## config.mk

```make
export PLATFORM = sky130hd
export DESIGN_NAME = esds_descriptor_parser
export DESIGN_NICKNAME = d
export VERILOG_FILES = /design/src/design/esds_pkg.sv /design/src/design/esds_parse_core.sv /design/src/design/esds_descriptor_parser.sv
export SDC_FILE = /design/constraint.sdc
export NUM_CORES = 1
export LEC_CHECK = 0
export BUFFER_PORTS_ARGS = -buffer_cell sky130_fd_sc_hd__buf_2
export CORE_ASPECT_RATIO = 1.2
export CORE_MARGIN = 1
export CORE_UTILIZATION = 50
export CTS_CLUSTER_DIAMETER = 200
export CTS_CLUSTER_SIZE = 28
export DETAILED_ROUTE_END_ITERATION = 8
export PLACE_DENSITY = 0.79
export SYNTH_ARGS = -nofsm -noshare
export SYNTH_HDL_FRONTEND = slang
export SYNTH_SLANG_ARGS = --single-unit
export TNS_END_PERCENT = 20
```

## constraint.sdc

```tcl
create_clock -name clock -period 8.05 [get_ports clock]
set_clock_uncertainty 0.05 [all_clocks]
set_input_delay 1.2075 -clock clock [delete_from_list [all_inputs] [get_ports clock]]
set_output_delay 1.2075 -clock clock [all_outputs]
set_load 0.01 [all_outputs]
```

## src/design/esds_pkg.sv

```systemverilog
// ----------------------------------------------------------------------------
// esds descriptor parser package
// Transaction types and descriptor constants of the esds payload parser.
// ----------------------------------------------------------------------------
package esds_pkg;

   localparam int DEFAULT_MAX_LENGTH_BYTES = 4;

   localparam logic [7:0] TAG_ES  = 8'h03;
   localparam logic [7:0] TAG_DC  = 8'h04;
   localparam logic [7:0] TAG_DSI = 8'h05;

   localparam int LEN_MORE_BIT = 7;
   localparam int FLAG_DEP_BIT = 7;
   localparam int FLAG_URL_BIT = 6;
   localparam int FLAG_OCR_BIT = 5;

   localparam logic [7:0] ES_ID_SKIP   = 8'd2;
   localparam logic [7:0] FIELD_SKIP   = 8'd2;
   localparam logic [7:0] DC_REST_SKIP = 8'd12;

   typedef struct packed {
      logic [7:0] data_byte;
      logic       last_byte;
   } esds_req_type;

   typedef struct packed {
      logic        status;
      logic [7:0]  object_type;
      logic        specific_info_present;
      logic [31:0] specific_info_offset;
      logic [27:0] specific_info_length;
   } esds_rsp_type;

endpackage

```

## src/design/esds_parse_core.sv

```systemverilog
// ----------------------------------------------------------------------------
// esds parse core
// Byte-wide descriptor walk; one accepted byte updates the parse state.
// ----------------------------------------------------------------------------
module esds_parse_core #(
   parameter int MAX_LENGTH_BYTES = esds_pkg::DEFAULT_MAX_LENGTH_BYTES
) (
   input  logic                  clock,
   input  logic                  reset,
   input  logic                  take,
   input  esds_pkg::esds_req_type req,
   output logic                  result_valid,
   output esds_pkg::esds_rsp_type result
);
   import esds_pkg::*;

   localparam int CntW = $clog2(MAX_LENGTH_BYTES + 1);

   typedef enum logic [3:0] {
      PH_ES_TAG, PH_ES_LEN, PH_ES_ID, PH_FLAGS, PH_DEP, PH_URL_LEN, PH_URL, PH_OCR,
      PH_DC_TAG, PH_DC_LEN, PH_OTI, PH_DC_REST, PH_DSI_TAG, PH_DSI_LEN, PH_DONE, PH_FAIL
   } phase_type;

   phase_type        phase_ff, phase_in;
   logic [31:0]      pos_ff, pos_in;
   logic [27:0]      acc_ff, acc_in;
   logic [CntW-1:0]  cnt_ff, cnt_in;
   logic [7:0]       skip_ff, skip_in;
   logic [7:0]       flags_ff, flags_in;
   logic [7:0]       obj_ff, obj_in;
   logic [31:0]      off_ff, off_in;
   logic [27:0]      ilen_ff, ilen_in;
   logic             fixed_ff, fixed_in;

   logic [7:0]       b;
   logic [27:0]      acc_next;
   logic [CntW-1:0]  cnt_next;
   logic             len_done, len_bad;
   logic [7:0]       skip_dec;
   logic             skip_end;
   phase_type        rt, ph;
   logic [32:0]      size;
   logic             ok, present;

   function automatic phase_type route(phase_type start, logic [7:0] fl);
      if (start == PH_DEP && fl[FLAG_DEP_BIT])
         return PH_DEP;
      if ((start == PH_DEP || start == PH_URL_LEN) && fl[FLAG_URL_BIT])
         return PH_URL_LEN;
      if (fl[FLAG_OCR_BIT])
         return PH_OCR;
      return PH_DC_TAG;
   endfunction

   always_comb begin
      b        = req.data_byte;
      acc_next = {acc_ff[20:0], b[6:0]};
      cnt_next = cnt_ff + CntW'(1);
      len_done = !b[LEN_MORE_BIT];
      len_bad  = b[LEN_MORE_BIT] && (cnt_next >= CntW'(MAX_LENGTH_BYTES));
      skip_dec = (skip_ff != 8'd0) ? skip_ff - 8'd1 : skip_ff;
      skip_end = (skip_dec == 8'd0);

      phase_in = phase_ff;
      pos_in   = pos_ff;
      acc_in   = acc_ff;
      cnt_in   = cnt_ff;
      skip_in  = skip_ff;
      flags_in = flags_ff;
      obj_in   = obj_ff;
      off_in   = off_ff;
      ilen_in  = ilen_ff;
      fixed_in = fixed_ff;
      rt       = PH_DC_TAG;

      if (take && !fixed_ff) begin
         case (phase_ff)
            PH_ES_TAG, PH_DC_TAG: begin
               if (b == ((phase_ff == PH_ES_TAG) ? TAG_ES : TAG_DC)) begin
                  acc_in   = '0;
                  cnt_in   = '0;
                  phase_in = (phase_ff == PH_ES_TAG) ? PH_ES_LEN : PH_DC_LEN;
               end else begin
                  phase_in = PH_FAIL;
                  obj_in   = '0;
                  fixed_in = 1'b1;
               end
            end
            PH_ES_LEN, PH_DC_LEN: begin
               acc_in = acc_next;
               cnt_in = cnt_next;
               if (len_done) begin
                  if (phase_ff == PH_ES_LEN) begin
                     skip_in  = ES_ID_SKIP;
                     phase_in = PH_ES_ID;
                  end else begin
                     phase_in = PH_OTI;
                  end
               end else if (len_bad) begin
                  phase_in = PH_FAIL;
                  obj_in   = '0;
                  fixed_in = 1'b1;
               end
            end
            PH_ES_ID: begin
               skip_in = skip_dec;
               if (skip_end)
                  phase_in = PH_FLAGS;
            end
            PH_FLAGS: begin
               flags_in = b;
               rt       = route(PH_DEP, b);
               phase_in = rt;
               if (rt == PH_DEP || rt == PH_OCR)
                  skip_in = FIELD_SKIP;
            end
            PH_DEP, PH_URL: begin
               skip_in = skip_dec;
               if (skip_end) begin
                  rt       = route((phase_ff == PH_DEP) ? PH_URL_LEN : PH_OCR, flags_ff);
                  phase_in = rt;
                  if (rt == PH_OCR)
                     skip_in = FIELD_SKIP;
               end
            end
            PH_URL_LEN: begin
               if (b == 8'd0) begin
                  rt       = route(PH_OCR, flags_ff);
                  phase_in = rt;
                  if (rt == PH_OCR)
                     skip_in = FIELD_SKIP;
               end else begin
                  skip_in  = b;
                  phase_in = PH_URL;
               end
            end
            PH_OCR: begin
               skip_in = skip_dec;
               if (skip_end)
                  phase_in = PH_DC_TAG;
            end
            PH_OTI: begin
               obj_in   = b;
               skip_in  = DC_REST_SKIP;
               phase_in = PH_DC_REST;
            end
            PH_DC_REST: begin
               skip_in = skip_dec;
               if (skip_end)
                  phase_in = PH_DSI_TAG;
            end
            PH_DSI_TAG: begin
               if (b == TAG_DSI) begin
                  acc_in   = '0;
                  cnt_in   = '0;
                  phase_in = PH_DSI_LEN;
               end else begin
                  phase_in = PH_DONE;
                  fixed_in = 1'b1;
               end
            end
            PH_DSI_LEN: begin
               acc_in = acc_next;
               cnt_in = cnt_next;
               if (len_done) begin
                  off_in   = pos_ff + 32'd1;
                  ilen_in  = acc_next;
                  phase_in = PH_DONE;
                  fixed_in = 1'b1;
               end else if (len_bad) begin
                  ilen_in  = '0;
                  phase_in = PH_DONE;
                  fixed_in = 1'b1;
               end
            end
            default: begin
            end
         endcase
      end

      ph      = phase_in;
      size    = {1'b0, pos_ff} + 33'd1;
      ok      = ph inside {PH_DSI_TAG, PH_DSI_LEN, PH_DONE};
      present = ok && (ph == PH_DONE) && (ilen_in != 28'd0) &&
                (({1'b0, off_in} + {5'd0, ilen_in}) <= size);

      result_valid                 = take && req.last_byte;
      result.status                = !ok;
      result.object_type           = ok ? obj_in : 8'd0;
      result.specific_info_present = present;
      result.specific_info_offset  = present ? off_in : 32'd0;
      result.specific_info_length  = present ? ilen_in : 28'd0;

      if (take) begin
         if (req.last_byte) begin
            phase_in = PH_ES_TAG;
            pos_in   = '0;
            acc_in   = '0;
            cnt_in   = '0;
            skip_in  = '0;
            flags_in = '0;
            obj_in   = '0;
            off_in   = '0;
            ilen_in  = '0;
            fixed_in = 1'b0;
         end else if (pos_ff != 32'hFFFF_FFFF) begin
            pos_in = pos_ff + 32'd1;
         end
      end
   end

   always_ff @(posedge clock) begin
      if (reset) begin
         phase_ff <= PH_ES_TAG;
         pos_ff   <= '0;
         acc_ff   <= '0;
         cnt_ff   <= '0;
         skip_ff  <= '0;
         flags_ff <= '0;
         obj_ff   <= '0;
         off_ff   <= '0;
         ilen_ff  <= '0;
         fixed_ff <= 1'b0;
      end else begin
         phase_ff <= phase_in;
         pos_ff   <= pos_in;
         acc_ff   <= acc_in;
         cnt_ff   <= cnt_in;
         skip_ff  <= skip_in;
         flags_ff <= flags_in;
         obj_ff   <= obj_in;
         off_ff   <= off_in;
         ilen_ff  <= ilen_in;
         fixed_ff <= fixed_in;
      end
   end

endmodule

```

## src/design/esds_descriptor_parser.sv

```systemverilog
// ----------------------------------------------------------------------------
// esds descriptor parser
// Streams an esds payload and reports the decoder configuration summary.
// ----------------------------------------------------------------------------
// One payload byte is accepted per cycle while req_stall is low; each byte
// advances the parse state. The result of a payload appears in the output
// register in the cycle after its last byte is accepted, and the next payload
// may start in the following cycle. The input stalls only while a result is
// held in the output register and rsp_stall is high.
module esds_descriptor_parser #(
   parameter int MAX_LENGTH_BYTES = esds_pkg::DEFAULT_MAX_LENGTH_BYTES
) (
   input  logic                   clock,
   input  logic                   reset,
   input  logic                   req_valid,
   output logic                   req_stall,
   input  esds_pkg::esds_req_type req_data,
   output logic                   rsp_valid,
   input  logic                   rsp_stall,
   output esds_pkg::esds_rsp_type rsp_data
);
   import esds_pkg::*;

   logic         accept;
   logic         result_valid;
   esds_rsp_type result;
   logic         rsp_valid_ff, rsp_valid_in;
   esds_rsp_type rsp_data_ff, rsp_data_in;

   assign req_stall = rsp_valid_ff && rsp_stall;
   assign accept    = req_valid && !req_stall;

   esds_parse_core #(
      .MAX_LENGTH_BYTES(MAX_LENGTH_BYTES)
   ) u_core (
      .clock       (clock),
      .reset       (reset),
      .take        (accept),
      .req         (req_data),
      .result_valid(result_valid),
      .result      (result)
   );

   always_comb begin
      rsp_valid_in = rsp_valid_ff && rsp_stall;
      rsp_data_in  = rsp_data_ff;
      if (result_valid) begin
         rsp_valid_in = 1'b1;
         rsp_data_in  = result;
      end
   end

   always_ff @(posedge clock) begin
      if (reset) begin
         rsp_valid_ff <= 1'b0;
      end else begin
         rsp_valid_ff <= rsp_valid_in;
      end
      rsp_data_ff <= rsp_data_in;
   end

   assign rsp_valid = rsp_valid_ff;
   assign rsp_data  = rsp_data_ff;

endmodule

```

==> flow_metrics.py, run 1 <==
metrics = {
    "drt": {
        "viasPerCell": 5.815,
        "firstDrtPassIters": 6,
        "vias": 9984,
        "drtIter0Drc": 785,
        "drc": 0,
        "ant_nets": 0,
        "drt-wirelength-per-cell_microns": 17.68,
        "routed_wl_microns": 30360,
    },
    "synthesis": {
        "ys_seq_elements": 210,
        "netlist_instances": 1344,
        "synthTopCellsByCount": "nor2_1 (228), dfxtp_1 (140), a21oi_1 (107), inv_1 (86), edfxtp_1 (70)",
        "synth.most_common_cell": "nor2_1",
        "syn_nets": 1423,
        "synthTopCellsByArea": "dfxtp_1 (24%), edfxtp_1 (18%), nor2_1 (7.2%)",
        "synth.top_cell.area_share_pct": 23.57,
        "yosysWarnings": 0,
        "synth_cell_types": 78,
        "synth_edf_count": 70,
        "yosysTopAreaCell": "dfxtp_1",
        "synth-main-ff-cell": "dfxtp_1",
        "netlist_area_sq_um": 11890,
        "yosysSeqAreaShare_pct": 41.25,
        "async_flop_share_pct": 0,
        "postSynthAreaPerCell_sq_um": 8.847,
    },
    "sta": {
        "rsz0062_at_grt": "false",
        "final-setup-viol-count": 0,
        "worst_pin_slew_ns": 1.177,
        "post-route-period-util_pct": 92.64,
        "fin_crit_ns": 7.458,
        "slew_violations": 0,
        "slew_headroom_pct": 21.51,
        "hold_viol": 0,
        "setup_tns_ns": 0,
        "max_freq_mhz": 134.1,
    },
    "setup_path": {
        "r2r_slack_ns": 0.71,
        "setup.worst_path.end": "rsp_data[60]",
        "crit_start": "rsp_stall",
        "cp_data_required_time_ns": 8.20,
        "reg2reg_to": "rsp_data[60]",
        "r2r_cells": 27,
        "cp_top_family": "compound AO/OA/AOI/OAI gates",
        "crit_path_end_kind": "flop",
        "rr_startpoint": "u_core.pos_ff[0]",
        "crit_cells": 26,
        "path_buf_inv": 6,
        "critical_path.startpoint_type": "input pin",
        "slowest_stage": "buf_4",
        "cp_slowest_stage_delay_ns": 0.81,
        "worstPathArrival_ns": 7.61,
        "cp_max_fo": 61,
        "cp_common_cell": "buf_4",
        "criticalPathCategory": "input pin to flop",
    },
    "place": {
        "io_buffers": 84,
        "placed_cells": 1700,
        "hpwl_microns": 21870,
        "gp_congestion": 0.9259,
    },
    "clocking": {
        "cts_resized": 0,
        "cts-root-buf": "clkbuf_16",
        "clk-insertion-delay-late_ns": 0.48,
        "htree_levels": 1,
        "clock-sinks": 210,
        "cts_tree": "built",
        "cts_setup_buffers": 0,
        "cts_hold_buf": 0,
        "clock_path_buffers": 3,
        "cts_made_buffers": 11,
        "path_clk_slew_ns": 0.11,
    },
    "grt": {
        "grt_pass1_wl_microns": 48250,
        "antenna_found_initial": 0,
        "grt-ovfl-total": 0,
        "grt_pass1_vias": 9375,
        "grt_max_degree": 101,
        "track_usage_pct": 24.98,
    },
    "hold_path": {
        "hp-class": "flop to flop",
        "hold_depth": 2,
    },
    "power_and_ir_drop": {
        "power_density_nw_per_um2": 156.2,
        "p_leak_nw": 5.309,
        "ir_worst_vdd_v": 0.00009696,
    },
    "die": {
        "die_width_microns": 142.8,
        "die_h_microns": 170.9,
        "rows": 61,
        "io_pins": 85,
        "initial_utilization_pct": 51.08,
        "core_sq_um": 23280,
        "fp.dieArea_sq_um": 24400,
    },
    "cells_and_area": {
        "fillers": 2132,
        "diodes": 0,
        "drive_above_1_share_pct": 15.05,
        "area_delta_synth_final_pct": 9.092,
        "final_cells": 1717,
        "nNetsFinal": 1477,
        "post-route-util_pct": 55.72,
    },
    "job": {
        "cap_violations": 0,
    },
    "outcome": {
        "status": "finished, final reports clean",
    },
}
[registers in the layout, indices dropped and copies added, names as in the netlist]
| name | count |
|---|---|
| u_core.ilen_ff | 28 |
| rsp_valid | 1 |
| u_core.pos_ff | 32 |
| u_core.cnt_ff | 3 |
| u_core.acc_ff | 21 |
| u_core.skip_ff | 8 |
| u_core.phase_ff | 4 |
| u_core.flags_ff | 2 |
| u_core.fixed_ff | 1 |
| u_core.off_ff | 32 |
| u_core.obj_ff | 8 |
| rsp_data | 70 |
[power by group]
group	internal, W	total [W]	switching [W]
registers	0.00111	0.00113	0.0000147
logic	0.0000929	0.000290	0.000198
clock network	0.000263	0.000609	0.000346
total	0.00147	0.00203	0.000558
[layout make-up]
class                   count  area [sq um]  area share (%)
well taps                 315         394.1           3.038
clock buffers              16         294.0           2.267
clock inverters             1         16.27          0.1254
inverters                  87         326.6           2.518
flip-flops and latches    210          4905           37.81
repair buffers            115         678.2           5.228
multi-input cells         973          6357           49.01
[placed cells by master, fill, tap and decap left out, drive strengths merged, types with 4 or more instances in the layout]
cell type and count:
ha 65, a211oi 6, xnor2 36, or4 6
and3 7, and2 13, o21ai 51, nor2b 12
nor4 10, nand2 55, a31o 4, buf 115
or3 9, nand3b 6, nor2 228, o31ai 4
edfxtp 70, a221oi 6, nand3 34, xor2 25
clkbuf 16, o21bai 4, inv 87, dfxtp 140
and4 5, a21o 22, nand2b 14, mux2i 6
nor3 84, a31oi 7, o211ai 4, a22oi 66
a21oi 107, nand4 22, o21a 11, or2 8
[logic make-up after synthesis]
group,count (synthesis),synth area share [%]
buf+inv,161,5.703
flops,210,41.25
compound gates,317,17.23
mux,7,0.7050
fa+ha+maj,66,7.008
simple gates,522,23.61
xor+xnor,61,4.493
[through the flow]
| stage | hold slack, ns | power (W) | cell area, sq um | worst slack, ns |
|---|---|---|---|---|
| global placement | 0.4229 | 0.001436 | 12660 | 0.3144 |
| global route | 0.4871 | 0.002103 | 12970 | 0.1445 |
| detailed placement | 0.4268 | 0.001438 | 12660 | 0.1541 |
| finish | 0.4535 | 0.002026 | 12970 | 0.5921 |
| CTS | 0.4547 | 0.002039 | 12970 | 0.6381 |
| floorplan | 0.4103 | 0.001356 | 11890 | 1.063 |
[worst min-delay path by stage]
| stage | to | startpoint |
|---|---|---|
| finish | u_core.obj_ff[1] | u_core.obj_ff[1] |
| global route | rsp_valid | rsp_valid |
| CTS | u_core.obj_ff[1] | u_core.obj_ff[1] |
| detailed placement | u_core.obj_ff[1] | u_core.obj_ff[1] |
| global placement | u_core.obj_ff[1] | u_core.obj_ff[1] |
| floorplan | u_core.obj_ff[0] | u_core.obj_ff[0] |
[worst reg2reg max path: stages, from the launching register on]
cell	delay, ns
dfxtp_1	0.47
ha_1	0.30
nand3_1	0.24
nor4_1	0.34
buf_4	0.20
nand4_1	0.11
xor2_1	0.32
nor2_1	0.08
a21oi_1	0.26
inv_1	0.08
ha_1	0.35
a21o_1	0.18
a21o_1	0.20
a221oi_1	0.50
nor3b_1	0.29
buf_4	0.18
a21boi_0	0.25
o21a_1	0.17
o31ai_1	0.06
or3_1	0.39
ha_1	0.30
nand4_1	0.09
or2_2	0.32
a21oi_1	0.13
nor3_1	0.08
o2111ai_4	0.17
buf_4	0.81
nor2_1	0.15
[per-layer routing]
layer | global-route usage [%] | part of all wire [%] | routed length, microns | up-vias
li1 | - | - | - | 4855
met1 | 31.87 | 42 | 12880 | 4770
met2 | 43.73 | 49 | 15020 | 291
met3 | 2.491 | 4.8 | 1463 | 68
met4 | 8.789 | 3.3 | 992 | 0
met5 | 0 | 0 | 0 | -
No activity file was read; power rests on OpenSTA's default activity.
==> inputs of run 2 (changes only) <==
Settings changed: CORE_ASPECT_RATIO 1.2 to 2.
==> flow_metrics.py, run 2 (synthesis gave the netlist of run 1 again) <==
metrics = {
    "die": {
        "initial_utilization_pct": 50.97,
        "die_h_microns": 220.1,
        "core_sq_um": 23330,
        "io_pins": 85,
        "rows": 79,
        "die_width_microns": 111.0,
        "fp.dieArea_sq_um": 24440,
    },
    "setup_path": {
        "path_buf_inv": 4,
        "critical_path.startpoint_type": "input pin",
        "worstPathArrival_ns": 7.63,
        "cp_max_fo": 61,
        "crit_path_end_kind": "flop",
        "cp_slowest_stage_delay_ns": 0.57,
        "slowest_stage": "nor4_1",
        "cp_top_family": "compound AO/OA/AOI/OAI gates",
        "cp_data_required_time_ns": 8.31,
        "criticalPathCategory": "input pin to flop",
    },
    "cells_and_area": {
        "multi_input_area_sq_um": 6357,
        "nNetsFinal": 1486,
        "final_cell_mix": "nor2_1 (228), dfxtp_1 (140), a21oi_1 (107)",
        "layout_commonest_cell": "nor2_1",
        "area_delta_synth_final_pct": 9.323,
        "final_area_sq_um": 13000,
        "diodes": 0,
        "drive_above_1_share_pct": 15.59,
        "register_area_sq_um": 4905,
        "fillers": 2101,
        "largest_reg_flops": 70,
    },
    "clocking": {
        "cts-root-buf": "clkbuf_16",
        "path_clk_slew_ns": 0.11,
        "cts_setup_buffers": 0,
        "clock-sinks": 210,
        "clk-insertion-delay-late_ns": 0.48,
        "cts_hold_buf": 0,
        "cts_resized": 0,
        "clock_path_buffers": 3,
        "htree_levels": 1,
        "cts_made_buffers": 11,
        "cts_tree": "built",
    },
    "place": {
        "gp_congestion": 0.9673,
        "dp_slack_ns": 0.3025,
        "io_buffers": 84,
        "hpwl_microns": 24450,
        "placed_area_sq_um": 12690,
    },
    "sta": {
        "hold_viol": 0,
        "setup_slack_ns": 0.6767,
        "fin_crit_ns": 7.373,
        "slew_violations": 0,
        "final-setup-viol-count": 0,
        "worst_pin_slew_ns": 1.164,
        "max_freq_mhz": 135.6,
        "whs_ns": 0.4574,
        "post-route-period-util_pct": 91.59,
        "setup_tns_ns": 0,
        "slew_headroom_pct": 22.38,
        "rsz0062_at_grt": "false",
    },
    "drt": {
        "routed_wl_microns": 32470,
        "drc": 6,
        "vias": 10320,
        "viasPerCell": 6.092,
        "ant_nets": 0,
        "drtIter0Drc": 673,
        "firstDrtPassIters": 8,
        "drt-wirelength-per-cell_microns": 19.17,
    },
    "grt": {
        "grt_max_degree": 101,
        "track_usage_pct": 26.25,
        "grt_pass1_wl_microns": 50880,
        "antenna_found_initial": 0,
        "grt-ovfl-total": 0,
        "grt_pass1_vias": 10040,
    },
    "power_and_ir_drop": {
        "combPwrFrac_pct": 14.4,
        "power_density_nw_per_um2": 156.7,
        "p_leak_nw": 5.350,
        "intPower_w": 0.001470,
        "p_total_w": 0.002036,
        "ir_worst_vdd_v": 0.0001059,
        "seqPwrFrac_pct": 55.7,
        "switching_share_pct": 27.82,
        "p_sw_w": 0.0005665,
        "pwr-share-clk_pct": 29.9,
    },
    "hold_path": {
        "hp-class": "flop to flop",
    },
    "job": {
        "cap_violations": 0,
    },
    "outcome": {
        "status": "finished, violations left",
        "violations": "DRC",
    },
}
-- run 2: cell count changes in the layout (fill, tap and decap cells not counted), sizes merged --
cell,before,now
buf,115,124
-- run 2: layout make-up --
class / count / area share [%]
Clock buffer: 16 / 2.262
Clock inverter: 1 / 0.1251
Inverter: 87 / 2.512
Multi-Input combinational cell: 973 / 48.91
Sequential cell: 210 / 37.73
Tap cell: 283 / 2.724
Timing Repair Buffer: 124 / 5.737
-- run 2: final timing paths --
| check | from | end | slack [ns] | depth (start not counted) |
|---|---|---|---|---|
| min | u_core.obj_ff[1] | u_core.obj_ff[1] | 0.46 | 2 |
| max reg2reg | u_core.phase_ff[3] | rsp_data[57] | 0.91 | 23 |
| max | rsp_stall | rsp_data[57] | 0.68 | 25 |
| min reg2reg | u_core.obj_ff[1] | u_core.obj_ff[1] | 0.46 | 2 |
-- run 2: worst register-to-register path: cells and delay by family (launching register included) --
family / cells / cell delay [ns]
fa+ha+maj: 2 / 0.67
simple gates: 10 / 2.50
flops: 1 / 0.80
compound gates: 8 / 2.47
xor+xnor: 1 / 0.11
buf+inv: 2 / 0.37
-- run 2: through the flow --
step / std cells / util, %
after floorplan: 1344 / -
after global routing: 1694 / 55.72
after detailed placement: 1677 / 54.39
after CTS: 1694 / 55.72
after global placement: 1677 / 54.39
final: 1694 / 55.72
-- run 2: power by group through the flow --
stage | Sequential (W) | Clock [W] | Combinational [W]
floorplan | 0.00115 | 0 | 0.000202
global placement | 0.00116 | 0 | 0.000286
detailed placement | 0.00116 | 0 | 0.000289
CTS | 0.00113 | 0.000612 | 0.000290
global route | 0.00114 | 0.000646 | 0.000317
finish | 0.00113 | 0.000609 | 0.000293
-- run 2: metal layers --
| layer | global-route usage [%] | part of all wire [%] | vias up |
|---|---|---|---|
| li1 | - | - | 4883 |
| met1 | 25.53 | 35 | 4970 |
| met2 | 51.55 | 54 | 335 |
| met3 | 2.310 | 3.5 | 132 |
| met4 | 18.60 | 7.2 | 0 |
| met5 | 0 | 0 | - |
==> inputs of run 3 (changes only) <==
Clock period 8.05 ns to 8.4 ns, I/O delays scaled along.
==> flow_metrics.py, run 3 (synthesis gave the netlist of run 1 again) <==
metrics = {
    "outcome": {
        "status": "finished, violations left",
        "violations": "DRC",
    },
    "sta": {
        "max_freq_mhz": 126.3,
        "slew_headroom_pct": 15.09,
        "whs_ns": 0.4522,
        "rsz0062_at_grt": "false",
        "fin_crit_ns": 7.919,
        "post-route-period-util_pct": 94.27,
        "hold_viol": 0,
        "final-setup-viol-count": 0,
        "worst_pin_slew_ns": 1.264,
        "slew_violations": 0,
        "setup_tns_ns": 0,
    },
    "drt": {
        "viasPerCell": 6.017,
        "firstDrtPassIters": 9,
        "routed_wl_microns": 32310,
        "drc": 6,
        "vias": 10100,
        "drtIter0Drc": 612,
        "drt-wirelength-per-cell_microns": 19.24,
        "ant_nets": 0,
    },
    "clocking": {
        "cts_tree": "built",
        "cts_hold_buf": 0,
        "htree_levels": 1,
        "cts_made_buffers": 11,
        "clk-insertion-delay-late_ns": 0.48,
        "cts-root-buf": "clkbuf_16",
        "clock_path_buffers": 3,
        "path_clk_slew_ns": 0.11,
        "cts_resized": 0,
        "clock-sinks": 210,
        "cts_setup_buffers": 0,
    },
    "setup_path": {
        "setup.worst_path.end": "rsp_data[39]",
        "crit_path_end_kind": "flop",
        "r2r_cells": 22,
        "criticalPathCategory": "input pin to flop",
        "cp_max_fo": 61,
        "reg2reg_to": "rsp_data[39]",
        "cp_data_required_time_ns": 8.63,
        "r2r_slack_ns": 0.76,
        "rr_startpoint": "u_core.phase_ff[0]",
        "path_cells": "buf_2 -> a21boi_1 -> nor2b_1 -> nand3_1 -> buf_4 -> a22oi_1 -> inv_1 -> ha_1 -> a21o_1 -> a21o_1 -> a221oi_1 -> nor3b_1 -> a21boi_0 -> o21a_1 -> o31ai_1 -> or3_1 -> ha_1 -> nand4_1 -> or2_2 -> nor4_1 -> o2111ai_4 -> buf_12 -> nor3_2",
        "cp_slowest_stage_delay_ns": 0.63,
        "critical_path.startpoint_type": "input pin",
        "slowest_stage": "nor3b_1",
        "crit_start": "req_valid",
        "worstPathArrival_ns": 8.15,
    },
    "grt": {
        "grt-ovfl-total": 0,
        "grt_pass1_vias": 9942,
        "grt_pass1_wl_microns": 50670,
        "track_usage_pct": 26.30,
        "grt_max_degree": 101,
        "antenna_found_initial": 0,
    },
    "die": {
        "core_sq_um": 23330,
        "io_pins": 85,
        "die_h_microns": 220.1,
        "initial_utilization_pct": 50.97,
        "fp.dieArea_sq_um": 24440,
        "rows": 79,
        "die_width_microns": 111.0,
    },
    "place": {
        "io_buffers": 84,
        "placed_cells": 1662,
        "placed_area_sq_um": 12560,
        "gp_congestion": 0.9285,
        "hpwl_microns": 24340,
    },
    "cells_and_area": {
        "final_cells": 1679,
        "fillers": 2132,
        "final_cell_mix": "nor2_1 (228), dfxtp_1 (140), a21oi_1 (107)",
        "layout_commonest_cell": "nor2_1",
        "largest_reg_flops": 70,
        "drive_above_1_share_pct": 14.68,
        "area_delta_synth_final_pct": 8.271,
        "nNetsFinal": 1471,
        "diodes": 0,
        "final_area_sq_um": 12870,
    },
    "power_and_ir_drop": {
        "p_leak_nw": 5.279,
        "power_density_nw_per_um2": 151.5,
        "ir_worst_vdd_v": 0.00009761,
    },
    "job": {
        "cap_violations": 0,
    },
    "hold_path": {
        "hp-class": "flop to flop",
    },
}
## run 3: changes by cell type in the layout (fill, tap and decap cells not counted), sizes merged
cell,delta
buf,-15
## run 3: worst max-delay path: cells and delay by family
family	cells	cell delay (ns)
and+or+nand+nor	8	2.95
AOI/OAI and AO/OA	9	2.43
buffers and inverters	4	0.79
adders and majority gates	2	0.70
## run 3: layout make-up
cell class / instances / area, sq um / area share, %
Sequential cell: 210 / 4905 / 38.10
Timing Repair Buffer: 109 / 620.6 / 4.821
Multi-Input combinational cell: 973 / 6357 / 49.38
Tap cell: 283 / 354.1 / 2.751
Clock inverter: 1 / 16.27 / 0.1263
Inverter: 87 / 326.6 / 2.537
Clock buffer: 16 / 294.0 / 2.284
## run 3: stage by stage
step	total power [W]	util [%]	setup WS, ns
floorplan	0.001300	-	1.360
global placement	0.001381	53.86	0.1721
detailed placement	0.001385	53.86	0.06015
CTS	0.001960	55.19	0.5446
global route	0.002019	55.19	0.1110
finish	0.001951	55.19	0.4812
## run 3: worst min path at each step
stage,start,endpoint,slack [ns],cells after the start
6_report,u_core.obj_ff[4],u_core.obj_ff[4],0.45,2
2_1_floorplan,u_core.obj_ff[0],u_core.obj_ff[0],0.41,2
4_1_cts,u_core.obj_ff[4],u_core.obj_ff[4],0.46,2
5_1_grt,u_core.obj_ff[2],u_core.obj_ff[2],0.48,2
3_5_place_dp,u_core.obj_ff[2],u_core.obj_ff[2],0.43,2
3_3_place_gp,u_core.obj_ff[4],u_core.obj_ff[4],0.42,2
## run 3: routing by layer
metal  global-route usage (%)  vias to the layer above  wire [microns]
li1                         -                     4858               -
met1                    25.63                     4775           11380
met2                    50.46                      331           17240
met3                    2.365                      138            1100
met4                    21.04                        0            2581
met5                        0                        -               0
## run 3: power breakdown
| part | total, W | switching [W] | internal (W) |
|---|---|---|---|
| logic | 0.000284 | 0.000194 | 0.0000897 |
| registers | 0.00108 | 0.0000168 | 0.00107 |
| clock network | 0.000584 | 0.000332 | 0.000252 |
